**src/mslcg_pkg.sv**
```systemverilog
// ----------------------------------------------------------------------------
// mslcg_pkg
// Shared types and constants for the ranged minimal standard LCG core:
// beat payloads, microcode op and branch codes, and sequencer/datapath links.
// ----------------------------------------------------------------------------
package mslcg_pkg;

   // Generator constants
   localparam logic [30:0] LCG_MOD  = 31'h7FFF_FFFF;
   localparam logic [14:0] LCG_MUL  = 15'd16807;
   localparam logic [31:0] SIGN_BIT = 32'h8000_0000;

   // Item commands
   localparam logic CMD_LOAD = 1'b0;
   localparam logic CMD_DRAW = 1'b1;

   // Microcode addressing
   localparam int unsigned PC_W = 4;

   localparam logic [PC_W-1:0] STEP_FETCH = 4'd0;
   localparam logic [PC_W-1:0] STEP_ADV1  = 4'd1;
   localparam logic [PC_W-1:0] STEP_ADV2  = 4'd2;
   localparam logic [PC_W-1:0] STEP_MULLO = 4'd3;
   localparam logic [PC_W-1:0] STEP_MULHI = 4'd4;
   localparam logic [PC_W-1:0] STEP_ACC   = 4'd5;
   localparam logic [PC_W-1:0] STEP_DIV1  = 4'd6;
   localparam logic [PC_W-1:0] STEP_DIV2  = 4'd7;
   localparam logic [PC_W-1:0] STEP_DIV3  = 4'd8;
   localparam logic [PC_W-1:0] STEP_EMIT  = 4'd9;
   localparam logic [PC_W-1:0] STEP_LOAD  = 4'd10;
   localparam logic [PC_W-1:0] STEP_LAST  = 4'd10;

   // Input beat
   typedef struct packed {
      logic               command;
      logic [31:0]        seed_value;
      logic signed [31:0] lower;
      logic signed [31:0] upper;
   } req_type;

   // Result beat
   typedef struct packed {
      logic signed [31:0] value;
      logic               range_error;
   } rsp_type;

   // Datapath operations
   typedef enum logic [3:0] {
      OP_NOP,
      OP_LATCH,
      OP_ADV1,
      OP_ADV2,
      OP_MUL_LO,
      OP_MUL_HI,
      OP_ACC,
      OP_DIV1,
      OP_DIV2,
      OP_DIV3,
      OP_EMIT,
      OP_LOAD
   } op_type;

   // Sequencer branch conditions
   typedef enum logic [2:0] {
      BR_NEXT,
      BR_ALWAYS,
      BR_IF_LOAD,
      BR_WAIT_REQ,
      BR_WAIT_OUT
   } cond_type;

   // One control word of the program
   typedef struct packed {
      op_type          op;
      cond_type        cond;
      logic [PC_W-1:0] target;
   } ucode_type;

   // Sequencer to datapath
   typedef struct packed {
      op_type op;
      logic   fire;
      logic   idle;
   } ctl_type;

   // Datapath to sequencer
   typedef struct packed {
      logic is_load;
      logic out_busy;
   } stat_type;

endpackage

```
**src/mslcg_seq.sv**
```systemverilog
// ----------------------------------------------------------------------------
// mslcg_seq
// Microcode sequencer: step counter, program ROM and branch logic. Stall
// conditions hold the step and suppress its datapath op.
// ----------------------------------------------------------------------------
module mslcg_seq (
   input  logic                clock,
   input  logic                reset,
   input  logic                req_valid,
   input  mslcg_pkg::stat_type stat,
   output mslcg_pkg::ctl_type  ctl
);
   import mslcg_pkg::*;

   logic [PC_W-1:0] pc_ff;
   logic [PC_W-1:0] pc_in;
   ucode_type       uw;
   logic            fire;

   // Program ROM
   function automatic ucode_type ucode_rom(input logic [PC_W-1:0] pc);
      ucode_type w;
      w = '{op: OP_NOP, cond: BR_ALWAYS, target: STEP_FETCH};
      case (pc)
         STEP_FETCH: w = '{op: OP_LATCH,  cond: BR_WAIT_REQ, target: STEP_ADV1};
         STEP_ADV1:  w = '{op: OP_ADV1,   cond: BR_IF_LOAD,  target: STEP_LOAD};
         STEP_ADV2:  w = '{op: OP_ADV2,   cond: BR_NEXT,     target: STEP_FETCH};
         STEP_MULLO: w = '{op: OP_MUL_LO, cond: BR_NEXT,     target: STEP_FETCH};
         STEP_MULHI: w = '{op: OP_MUL_HI, cond: BR_NEXT,     target: STEP_FETCH};
         STEP_ACC:   w = '{op: OP_ACC,    cond: BR_NEXT,     target: STEP_FETCH};
         STEP_DIV1:  w = '{op: OP_DIV1,   cond: BR_NEXT,     target: STEP_FETCH};
         STEP_DIV2:  w = '{op: OP_DIV2,   cond: BR_NEXT,     target: STEP_FETCH};
         STEP_DIV3:  w = '{op: OP_DIV3,   cond: BR_NEXT,     target: STEP_FETCH};
         STEP_EMIT:  w = '{op: OP_EMIT,   cond: BR_WAIT_OUT, target: STEP_FETCH};
         STEP_LOAD:  w = '{op: OP_LOAD,   cond: BR_ALWAYS,   target: STEP_FETCH};
         default:    w = '{op: OP_NOP,    cond: BR_ALWAYS,   target: STEP_FETCH};
      endcase
      return w;
   endfunction

   assign uw = ucode_rom(pc_ff);

   // Branch and stall resolution
   always_comb begin
      fire  = 1'b1;
      pc_in = pc_ff + 1'b1;
      case (uw.cond)
         BR_NEXT: begin
            pc_in = pc_ff + 1'b1;
         end
         BR_ALWAYS: begin
            pc_in = uw.target;
         end
         BR_IF_LOAD: begin
            pc_in = stat.is_load ? uw.target : pc_ff + 1'b1;
         end
         BR_WAIT_REQ: begin
            fire  = req_valid;
            pc_in = req_valid ? uw.target : pc_ff;
         end
         BR_WAIT_OUT: begin
            fire  = !stat.out_busy;
            pc_in = stat.out_busy ? pc_ff : uw.target;
         end
         default: begin
            pc_in = STEP_FETCH;
         end
      endcase
   end

   always_ff @(posedge clock) begin
      if (reset) begin
         pc_ff <= STEP_FETCH;
      end else begin
         pc_ff <= pc_in;
      end
   end

   assign ctl.op   = uw.op;
   assign ctl.fire = fire;
   assign ctl.idle = (pc_ff == STEP_FETCH);

   // Checks
   a_pc_range: assert property (@(posedge clock) disable iff (reset)
      pc_ff <= STEP_LAST)
      else $error("step counter past end of program");

   a_latch_leaves_fetch: assert property (@(posedge clock) disable iff (reset)
      (ctl.fire && ctl.op == OP_LATCH) |=> (pc_ff == STEP_ADV1))
      else $error("accepted beat did not start the program");

   a_emit_holds: assert property (@(posedge clock) disable iff (reset)
      (pc_ff == STEP_EMIT && stat.out_busy) |=> (pc_ff == STEP_EMIT))
      else $error("result step left while output register full");

endmodule

```
**src/mslcg_dp.sv**
```systemverilog
// ----------------------------------------------------------------------------
// mslcg_dp
// Datapath: seed register, split constant multiply with end-around fold,
// shared 31x17 range multiplier, divide by 2^31-1 by folding, result register.
// ----------------------------------------------------------------------------
module mslcg_dp (
   input  logic               clock,
   input  logic               reset,
   input  mslcg_pkg::ctl_type ctl,
   input  mslcg_pkg::req_type req_data,
   input  logic               rsp_ready,
   output logic               rsp_valid,
   output mslcg_pkg::rsp_type rsp_data,
   output mslcg_pkg::stat_type stat
);
   import mslcg_pkg::*;

   // Registers
   req_type     req_ff,       req_in;
   logic [30:0] seed_ff,      seed_in;
   logic [31:0] t_ff,         t_in;
   logic [32:0] n_ff,         n_in;
   logic        err_ff,       err_in;
   logic [47:0] prod_ff,      prod_in;
   logic [62:0] acc_ff,       acc_in;
   logic [32:0] q_ff,         q_in;
   logic [32:0] r_ff,         r_in;
   rsp_type     rsp_ff,       rsp_in;
   logic        rsp_valid_ff, rsp_valid_in;

   // Combinational helpers
   logic [30:0] adv_lo;
   logic [29:0] adv_hi;
   logic [32:0] sum1;
   logic [32:0] sum2;
   logic [32:0] fold1;
   logic [32:0] fold2;
   logic [16:0] mul_sel;
   logic [47:0] mul_prod;
   logic [30:0] load_seed;
   logic [31:0] lower_b;
   logic [31:0] upper_b;
   logic        out_busy;
   logic        emit_fire;

   // End-around fold modulo 2^31-1
   function automatic logic [32:0] fold31(input logic [32:0] x);
      logic [32:0] y;
      y = x;
      if (x > {2'b00, LCG_MOD}) begin
         y = (x & {2'b00, LCG_MOD}) + 33'd1;
      end
      return y;
   endfunction

   // Seed step: 16807 * seed split into 16-bit and 15-bit halves
   assign adv_lo = {16'd0, LCG_MUL} * {15'd0, seed_ff[15:0]};
   assign adv_hi = {15'd0, LCG_MUL} * {15'd0, seed_ff[30:16]};
   assign sum1   = {2'b00, adv_lo} + {2'b00, adv_hi[14:0], 16'd0};
   assign fold1  = fold31(sum1);
   assign sum2   = {1'b0, t_ff} + {18'd0, adv_hi[29:15]};
   assign fold2  = fold31(sum2);

   // Shared range multiplier, low then high part of n
   assign mul_sel  = (ctl.op == OP_MUL_LO) ? {1'b0, n_ff[15:0]} : n_ff[32:16];
   assign mul_prod = {17'd0, seed_ff} * {31'd0, mul_sel};

   // Load value: all-zero and all-one patterns are not valid seeds
   assign load_seed = ((req_ff.seed_value[30:0] == 31'd0) ||
                       (req_ff.seed_value[30:0] == LCG_MOD)) ?
                      31'd1 : req_ff.seed_value[30:0];

   // Offset binary for the span
   assign lower_b = $unsigned(req_ff.lower) ^ SIGN_BIT;
   assign upper_b = $unsigned(req_ff.upper) ^ SIGN_BIT;

   assign out_busy  = rsp_valid_ff && !rsp_ready;
   assign emit_fire = ctl.fire && (ctl.op == OP_EMIT);

   // Next-state logic
   always_comb begin
      req_in  = req_ff;
      seed_in = seed_ff;
      t_in    = t_ff;
      n_in    = n_ff;
      err_in  = err_ff;
      prod_in = prod_ff;
      acc_in  = acc_ff;
      q_in    = q_ff;
      r_in    = r_ff;
      rsp_in  = rsp_ff;
      if (ctl.fire) begin
         case (ctl.op)
            OP_LATCH: begin
               req_in = req_data;
            end
            OP_ADV1: begin
               t_in   = fold1[31:0];
               n_in   = {1'b0, upper_b} - {1'b0, lower_b} + 33'd1;
               err_in = (req_ff.upper < req_ff.lower);
            end
            OP_ADV2: begin
               seed_in = fold2[30:0];
            end
            OP_MUL_LO: begin
               prod_in = mul_prod;
            end
            OP_MUL_HI: begin
               acc_in  = {15'd0, prod_ff};
               prod_in = mul_prod;
            end
            OP_ACC: begin
               acc_in = acc_ff + {prod_ff[46:0], 16'd0};
            end
            OP_DIV1: begin
               q_in = {1'b0, acc_ff[62:31]};
               r_in = {2'b00, acc_ff[30:0]} + {1'b0, acc_ff[62:31]};
            end
            OP_DIV2: begin
               q_in = q_ff + {31'd0, r_ff[32:31]};
               r_in = {2'b00, r_ff[30:0]} + {31'd0, r_ff[32:31]};
            end
            OP_DIV3: begin
               if (r_ff >= {2'b00, LCG_MOD}) begin
                  q_in = q_ff + 33'd1;
               end
            end
            OP_EMIT: begin
               rsp_in.range_error = err_ff;
               rsp_in.value       = err_ff ? req_ff.lower : req_ff.lower + q_ff[31:0];
            end
            OP_LOAD: begin
               seed_in = load_seed;
            end
            default: begin
               req_in = req_ff;
            end
         endcase
      end
   end

   // Output register handshake
   always_comb begin
      rsp_valid_in = rsp_valid_ff;
      if (emit_fire) begin
         rsp_valid_in = 1'b1;
      end else if (rsp_ready) begin
         rsp_valid_in = 1'b0;
      end
   end

   // Control state
   always_ff @(posedge clock) begin
      if (reset) begin
         seed_ff      <= 31'd1;
         rsp_valid_ff <= 1'b0;
      end else begin
         seed_ff      <= seed_in;
         rsp_valid_ff <= rsp_valid_in;
      end
   end

   // Payload and working registers
   always_ff @(posedge clock) begin
      req_ff  <= req_in;
      t_ff    <= t_in;
      n_ff    <= n_in;
      err_ff  <= err_in;
      prod_ff <= prod_in;
      acc_ff  <= acc_in;
      q_ff    <= q_in;
      r_ff    <= r_in;
      rsp_ff  <= rsp_in;
   end

   assign rsp_valid     = rsp_valid_ff;
   assign rsp_data      = rsp_ff;
   assign stat.is_load  = (req_ff.command == CMD_LOAD);
   assign stat.out_busy = out_busy;

   // Checks
   a_seed_legal: assert property (@(posedge clock) disable iff (reset)
      (seed_ff != 31'd0) && (seed_ff != LCG_MOD))
      else $error("seed left the cycle of the generator");

   a_quot_fits: assert property (@(posedge clock) disable iff (reset)
      (emit_fire && !err_ff) |-> (q_ff[32] == 1'b0))
      else $error("range quotient overflowed 32 bits");

   a_rem_bound: assert property (@(posedge clock) disable iff (reset)
      (emit_fire && !err_ff) |-> (r_ff <= ({2'b00, LCG_MOD} + 33'd2)))
      else $error("remainder fold did not converge");

endmodule

```
**src/minimal_standard_lcg_ranged_core.sv**
```systemverilog
// ----------------------------------------------------------------------------
// minimal_standard_lcg_ranged_core
// Minimal standard multiplicative generator (seed * 16807 mod 2^31-1) with
// exact integer mapping of each draw onto lower..upper.
// ----------------------------------------------------------------------------
//  channel | dir | handshake              | payload
//  req     | in  | req_valid / req_ready  | req_data: command, seed_value, lower, upper
//  rsp     | out | rsp_valid / rsp_ready  | rsp_data: value, range_error
//
//  A draw runs the program from the fetch step through the seed advance, the
//  range multiply, the fold divide and the result step; rsp_valid rises in the
//  same cycle as req_ready returns. A load runs the first seed step and the load
//  step. Both are set by the microcode program (one datapath op per step).
//  req_ready is high only while the sequencer sits at its fetch step.
//  Reset (synchronous, active high) sets the seed to 1 and empties the output.
//  A full output register stalls the result step; the next beat is taken in
//  the cycle after the result has been written into the output register.
// ----------------------------------------------------------------------------
module minimal_standard_lcg_ranged_core (
   input  logic               clock,
   input  logic               reset,
   input  logic               req_valid,
   output logic               req_ready,
   input  mslcg_pkg::req_type req_data,
   output logic               rsp_valid,
   input  logic               rsp_ready,
   output mslcg_pkg::rsp_type rsp_data
);
   import mslcg_pkg::*;

   ctl_type  ctl;
   stat_type stat;

   mslcg_seq u_seq (
      .clock     (clock),
      .reset     (reset),
      .req_valid (req_valid),
      .stat      (stat),
      .ctl       (ctl)
   );

   mslcg_dp u_dp (
      .clock     (clock),
      .reset     (reset),
      .ctl       (ctl),
      .req_data  (req_data),
      .rsp_ready (rsp_ready),
      .rsp_valid (rsp_valid),
      .rsp_data  (rsp_data),
      .stat      (stat)
   );

   assign req_ready = ctl.idle;

endmodule

```
**config.mk**
```make
export PLATFORM = sky130hd
export DESIGN_NAME = minimal_standard_lcg_ranged_core
export DESIGN_NICKNAME = d
export VERILOG_FILES = /design/src/mslcg_pkg.sv /design/src/mslcg_seq.sv /design/src/mslcg_dp.sv /design/src/minimal_standard_lcg_ranged_core.sv
export SDC_FILE = /design/constraint.sdc
export NUM_CORES = 2
export LEC_CHECK = 0
export ABC_CLOCK_PERIOD_IN_PS = 12200
export BUFFER_PORTS_ARGS = -buffer_cell sky130_fd_sc_hd__clkbuf_2
export CORE_MARGIN = 3
export CORE_UTILIZATION = 45
export CTS_BUF_LIST = sky130_fd_sc_hd__clkbuf_4
export CTS_CLUSTER_SIZE = 25
export DETAILED_ROUTE_END_ITERATION = 10
export HOLD_SLACK_MARGIN = 0.12
export PLACE_DENSITY = 0.72
export REMOVE_ABC_BUFFERS = 1
export SLEW_MARGIN = 20
export SYNTH_ARGS = -nofsm -noshare
export SYNTH_HDL_FRONTEND = slang
export SYNTH_HIERARCHICAL = 1
export SYNTH_SLANG_ARGS = --single-unit
```
**constraint.sdc**
```tcl
create_clock -name clock -period 12.2 [get_ports clock]
set_input_delay 2.44 -clock clock [delete_from_list [all_inputs] [get_ports clock]]
set_output_delay 2.44 -clock clock [all_outputs]
set_load 0.01 [all_outputs]
```
Word-level counts from Yosys, hierarchy flattened
Memory sizes are Yosys's and may differ from the RTL's. A register that Yosys moved wholly into a read port is not among the register bits.
Index checks and enable logic that the tools add are counted.
{"block": "word_totals", "regBits": 408, "latchBits": 0, "ram_bits": 0, "romBits": 160, "in_bits": 101, "mem_count": 1}
{"memory": "(name not given)", "depth": 16, "width": 10, "read_ports": 1, "rd_ports_with_merged_regs": 1, "wr": 0, "line_no": "mslcg_seq.sv:24", "source": "case (pc)"}
{"block": "classes", "n_addsub": 13, "n_mul": 3, "div": 0, "magnitude_cmp": 4, "eq_ne": 19, "n_shift": 0, "mux": 19, "bitwise": 2, "reduce_logical": 23}
{"cell": "$pmux 63 s2", "n": 1}
{"cell": "$pmux 33 s3", "n": 1}
{"cell": "$add 33x1->33 const B", "n": 2}
{"cell": "$gt 33x31->1 const B", "n": 2}
{"cell": "$pmux 33 s2", "n": 1}
{"cell": "$mux 32", "n": 2}
{"cell": "$add 63x63->63", "n": 1}
{"cell": "$mux 31", "n": 2}
{"cell": "$pmux 31 s2", "n": 1}
{"cell": "$mul 31x17->48", "n": 1}
{"cell": "$add 31x32->33", "n": 1}
{"cell": "$add 32x15->33", "n": 1}
{"cell": "$add 33x2->33", "n": 1}
{"cell": "$ge 33x31->1 const B", "n": 1}
{"cell": "$mux 33", "n": 1}
{"cell": "$sub 32x32->33", "n": 1}
{"cell": "$add 31x1->32 const B", "n": 1}
{"cell": "$add 31x2->32", "n": 1}
{"cell": "$add 31x31->32", "n": 1}
{"cell": "$add 32x32->32", "n": 1}
{"cell": "$lt 32x32->1", "n": 1}
{"cell": "$add 31x1->31 const B", "n": 1}
{"cell": "$eq 31x31->1 const B", "n": 1}
{"cell": "$logic_not 31->1", "n": 1}
{"cell": "other kinds (28)", "n": 55}

Longest topological paths before layout
{"block": "depth", "ltp_word": 6, "mapped_depth": 38}

By module
Netlist, hierarchy kept.
{"mod": "mslcg_dp", "instances": 1, "cells_per_inst": 5355, "area_per_inst_um2": 50534.7, "seq_area_each_um2": 11781.3}
{"mod": "mslcg_seq", "instances": 1, "cells_per_inst": 87, "area_per_inst_um2": 792.0, "seq_area_each_um2": 260.2}

Worst setup path before layout
No wires, ideal clock.
{"block": "synth_timing", "path_kind": "in2reg", "startpoint": "input rsp_ready", "endpoint": "register u_dp.req_ff (netlist bit u_dp/lower_b[0]) (enable)", "setup_time_ps": 668, "t_arrival_ps": 9775, "required_ps": 11532, "slack_ps": 1757, "stages": 7, "cell_sequence": "nor2b_1 -> buf_4 -> and2_4 -> a32oi_4 -> buf_4 -> nand3b_1 -> nor3_1"}
{"element": "start: declaration", "line_no": "minimal_standard_lcg_ranged_core.sv:26", "source": "input logic rsp_ready,"}
{"element": "end signal: assignment", "line_no": "mslcg_dp.sv:165", "source": "req_ff <= req_in;"}
{"element": "end: declaration", "line_no": "mslcg_dp.sv:19", "source": "req_type req_ff, req_in;"}

Final worst setup path
{"block": "layout_timing", "startpoint": "register u_dp.seed_ff[25]", "endpoint": "register u_dp.seed_ff[15]"}
{"block": "layout_between", "elab_chain_cells": 5, "elab_cells_between_ends": 6}
{"element": "start: declaration", "line_no": "mslcg_dp.sv:20", "source": "logic [30:0] seed_ff, seed_in;"}
{"element": "start signal: assignment", "line_no": "mslcg_dp.sv:158", "source": "seed_ff <= seed_in;"}
{"element": "$mul 15x15->30 (*)", "line_no": "mslcg_dp.sv:58", "source": "assign adv_hi = {15'd0, LCG_MUL} * {15'd0, seed_ff[30:16]};"}
{"element": "$add 32x15->33 (*)", "line_no": "mslcg_dp.sv:61", "source": "assign sum2 = {1'b0, t_ff} + {18'd0, adv_hi[29:15]};"}
{"element": "$add 31x1->31 or $gt 33x31->1 (tied branches)", "line_no": "mslcg_dp.sv:51, mslcg_dp.sv:50"}
{"element": "$mux 31 (*)", "line_no": "mslcg_dp.sv:50", "source": "if (x > {2'b00, LCG_MOD}) begin"}
{"element": "$pmux 31 s2 (*)", "line_no": "mslcg_dp.sv:93", "source": "case (ctl.op)"}
Every way passes the cells marked *; elsewhere a longest branch is shown, timed or not.
A chain may end at the register's enable or synchronous reset.

==> impl_results.md <==
- Worst rel slew slack: 27.1%
- Min-delay src: u_dp/seed_ff[5]$_SDFFE_PP0P_
- Gr usage total: 23.2%
- Outcome: completed
- HP Class: flop to flop
- Initial antenna violation count: 3
- Commonest non-fill, non-tap cells in the layout: 830 x inv_1, 643 x nand2_1, 577 x fa_1, 572 x ha_1, 371 x edfxtp_1
- Vias in the first global route: 40,500
- Post-Route Setup TNS: 0 ns
- Num CTS Buffers: 112
- Design area: 55,100 sq um
- Largest net degree at the start of global routing: 67
- Routability cong.: 0.932
- First-pass GRT wire length: 217,000 um
- CTS tree: done
- # placed instances: 6,943
- Setup crit end kind: flop
- Fin. Hold Viols: 0
- Yosys reg bits: 416
- Clk_lat worst skew: 1.00 ns
- Initial cell density of the core: 45.5%
- Max-Cap Viols: 0
- Prevailing post-synth register cell: edfxtp_1
- Average vias per placed instance: 5.53
- Post-Syn Area: 51,300 sq um
- Syn Inst Count: 5,442
- CTS max path bufs: 3
- P&R area growth vs syn: 7.30%
- Worst Setup Start Kind: flop
- Most common cell after layout, fill and taps aside: inv_1
- Fin crit share: 81.1%
- # setup viols final: 0
- Register area share after synthesis: 23.5%
- R2R depth: 29
- Setup CP Type: flop to flop
- Post-synth EDFFs: 371
- Crit-path slowest cell: nor3_1
- # IOs: 136
- FF-to-FF Start: u_dp/seed_ff[25]$_SDFFE_PP0P_
- Post-detail-place hpwl: 106,000 um
- Arrival @ worst endpoint: 10.68 ns
- Layout cell share with drive strength beyond 1: 7.76%
- Chip height: 344 um
- Row count: 123
- Hold_buf cts: 0
- Port buffer count: 134
- CTS resizes: 0
- Largest area contributor in the netlist: fa_1
- Req. time, crit path: 12.98 ns
- Antenna Violating Nets Remaining: 0
- RSZ-0062 raised after global routing: no
- Fmax: 0.101 GHz
- Die ar.: 118,000 sq um
- Clk pin slew, worst setup/hold paths: 0.07 ns
- Tmin final: 9.89 ns
- CTS root buf: clkbuf_4
- Total gr overflow: 0
- Layout Cells excl Fill: 7,160
- R2R Path End: u_dp/seed_ff[15]$_SDFFE_PP0P_
- Routed wire length: 136,000 um
- Synth area leaders: fa_1 23%, edfxtp_1 22%, ha_1 14%
- Pins over their slew limit: 0
- Setup bufs post-CTS: 0
- Worst Hold Depth: 2
- Worst-margin pin slew: 1.09 ns
- Via count: 39,600
- First-pass detailed-route iteration total: 7
- Total of warnings raised by yosys: 6
- Die X: 344 um
- Mean Syn Cell Area: 9.43 sq um
- Synth cell types: 99
- Critical Path Fanout Max: 15
- CTS H-tree depth: 3
- Critical Path Max Stage Delay: 0.68 ns
- Nets: 6,808
- Initial DRC count: 2,915
- R2R Setup Slk: 2.31 ns
- Post-synth top area share: 22.5%
- WL/cell: 19.0 um
- Worst Hold Path EP: u_dp/seed_ff[5]$_SDFFE_PP0P_
- Layout Skew: 0.146 ns
- Async SR Flop Fraction: 0%
- Core area: 113,000 sq um
- Clock sink total: 416
- # DRC: 0
- Most frequent CP cell: fa_1
- DP Area: 53,600 sq um
## sequential cells by signal (all words and copies together), names as in the netlist, 9 cells and up
register       count
u_dp/q_ff         32
u_dp/prod_ff      48
u_seq/uw           9
u_dp/acc_ff       63
u_dp/seed_ff      31
u_dp/n_ff         33
u_dp/r_ff         33
u_dp/req_ff       65
u_dp/t_ff         32
u_dp/lower_b      31
u_dp/rsp_data     33
## stage by stage
stage	setup WS, ns	hold slack (ns)	util, %
after global routing	1.66	0.497	48.8
after floorplan	1.93	0.496	-
after CTS	2.38	0.471	48.8
after global placement	2.52	0.447	47.5
final	2.31	0.465	48.8
after detailed placement	2.49	0.462	47.5
## layout make-up
cell class              count  area, sq um
fillers                 10400        57700
repair buffers            192         1120
flip-flops and latches    416        12000
multi-input cells        4005        35500
clock buffers             151         1130
well taps                1500         1880
diodes                      4         10.0
inverters                 831         3120
clock inverters            61          274
## logic make-up after synthesis
family	count (synthesis)	share of synthesized area (%)
DFF	416	23.5
adders and majority gates	1149	36.4
xor gates and xnor gates	323	5.51
and+or+nand+nor	1570	14.6
AOI/OAI and AO/OA	930	11.7
muxes	33	0.697
buffers and inverters	1021	7.58
## cells in the mapped netlist (all sizes together), types with 35 or more instances
library cell,count
a211oi,35
a21o,97
a21oi,270
a31oi,38
and2,104
and3,60
clkbuf,156
dfxtp,45
edfxtp,371
fa,577
ha,572
inv,831
nand2,645
nand2b,51
nand3,71
nand4,52
nor2,287
nor2b,96
nor3,75
o21a,50
o21ai,201
o21bai,45
xnor2,210
xor2,113
## how the worst max path moves through the flow
stage	from	end	cells after the start
5_1_grt	u_dp/seed_ff[23]$_SDFFE_PP0P_	u_dp/seed_ff[23]$_SDFFE_PP0P_	35
6_report	u_dp/seed_ff[25]$_SDFFE_PP0P_	u_dp/seed_ff[15]$_SDFFE_PP0P_	29
3_3_place_gp	u_dp/seed_ff[23]$_SDFFE_PP0P_	u_dp/seed_ff[23]$_SDFFE_PP0P_	35
4_1_cts	u_dp/seed_ff[25]$_SDFFE_PP0P_	u_dp/seed_ff[15]$_SDFFE_PP0P_	29
2_1_floorplan	rsp_ready	u_dp/lower_b[0]$_DFFE_PP_	5
3_5_place_dp	u_dp/seed_ff[25]$_SDFFE_PP0P_	u_dp/seed_ff[15]$_SDFFE_PP0P_	29
## routing by layer
| layer | share of wire [%] | wire length (um) | track usage, % | vias up |
|---|---|---|---|---|
| met5 | 0 | 0 | 0 | - |
| met4 | 2.9 | 3970 | 7.61 | 0 |
| met3 | 6.7 | 9080 | 3.16 | 238 |
| met2 | 48 | 65100 | 39.1 | 1352 |
| met1 | 43 | 58000 | 30.9 | 19500 |
| li1 | - | - | - | 18500 |
## worst max-delay path: cells and delay by family, from the launching register on
kind,cells,cell delay [ns]
XOR/XNOR,2,0.35
buffers and inverters,3,0.60
AND/OR/NAND/NOR,6,2.29
flip-flops,1,0.65
adder cells (fa/ha/maj),7,3.25
AO/OA/AOI/OAI,11,2.53
Power is left out: the tool's default activity adds up to more than one toggle a clock period on the data nets, which glitch-free logic cannot reach.
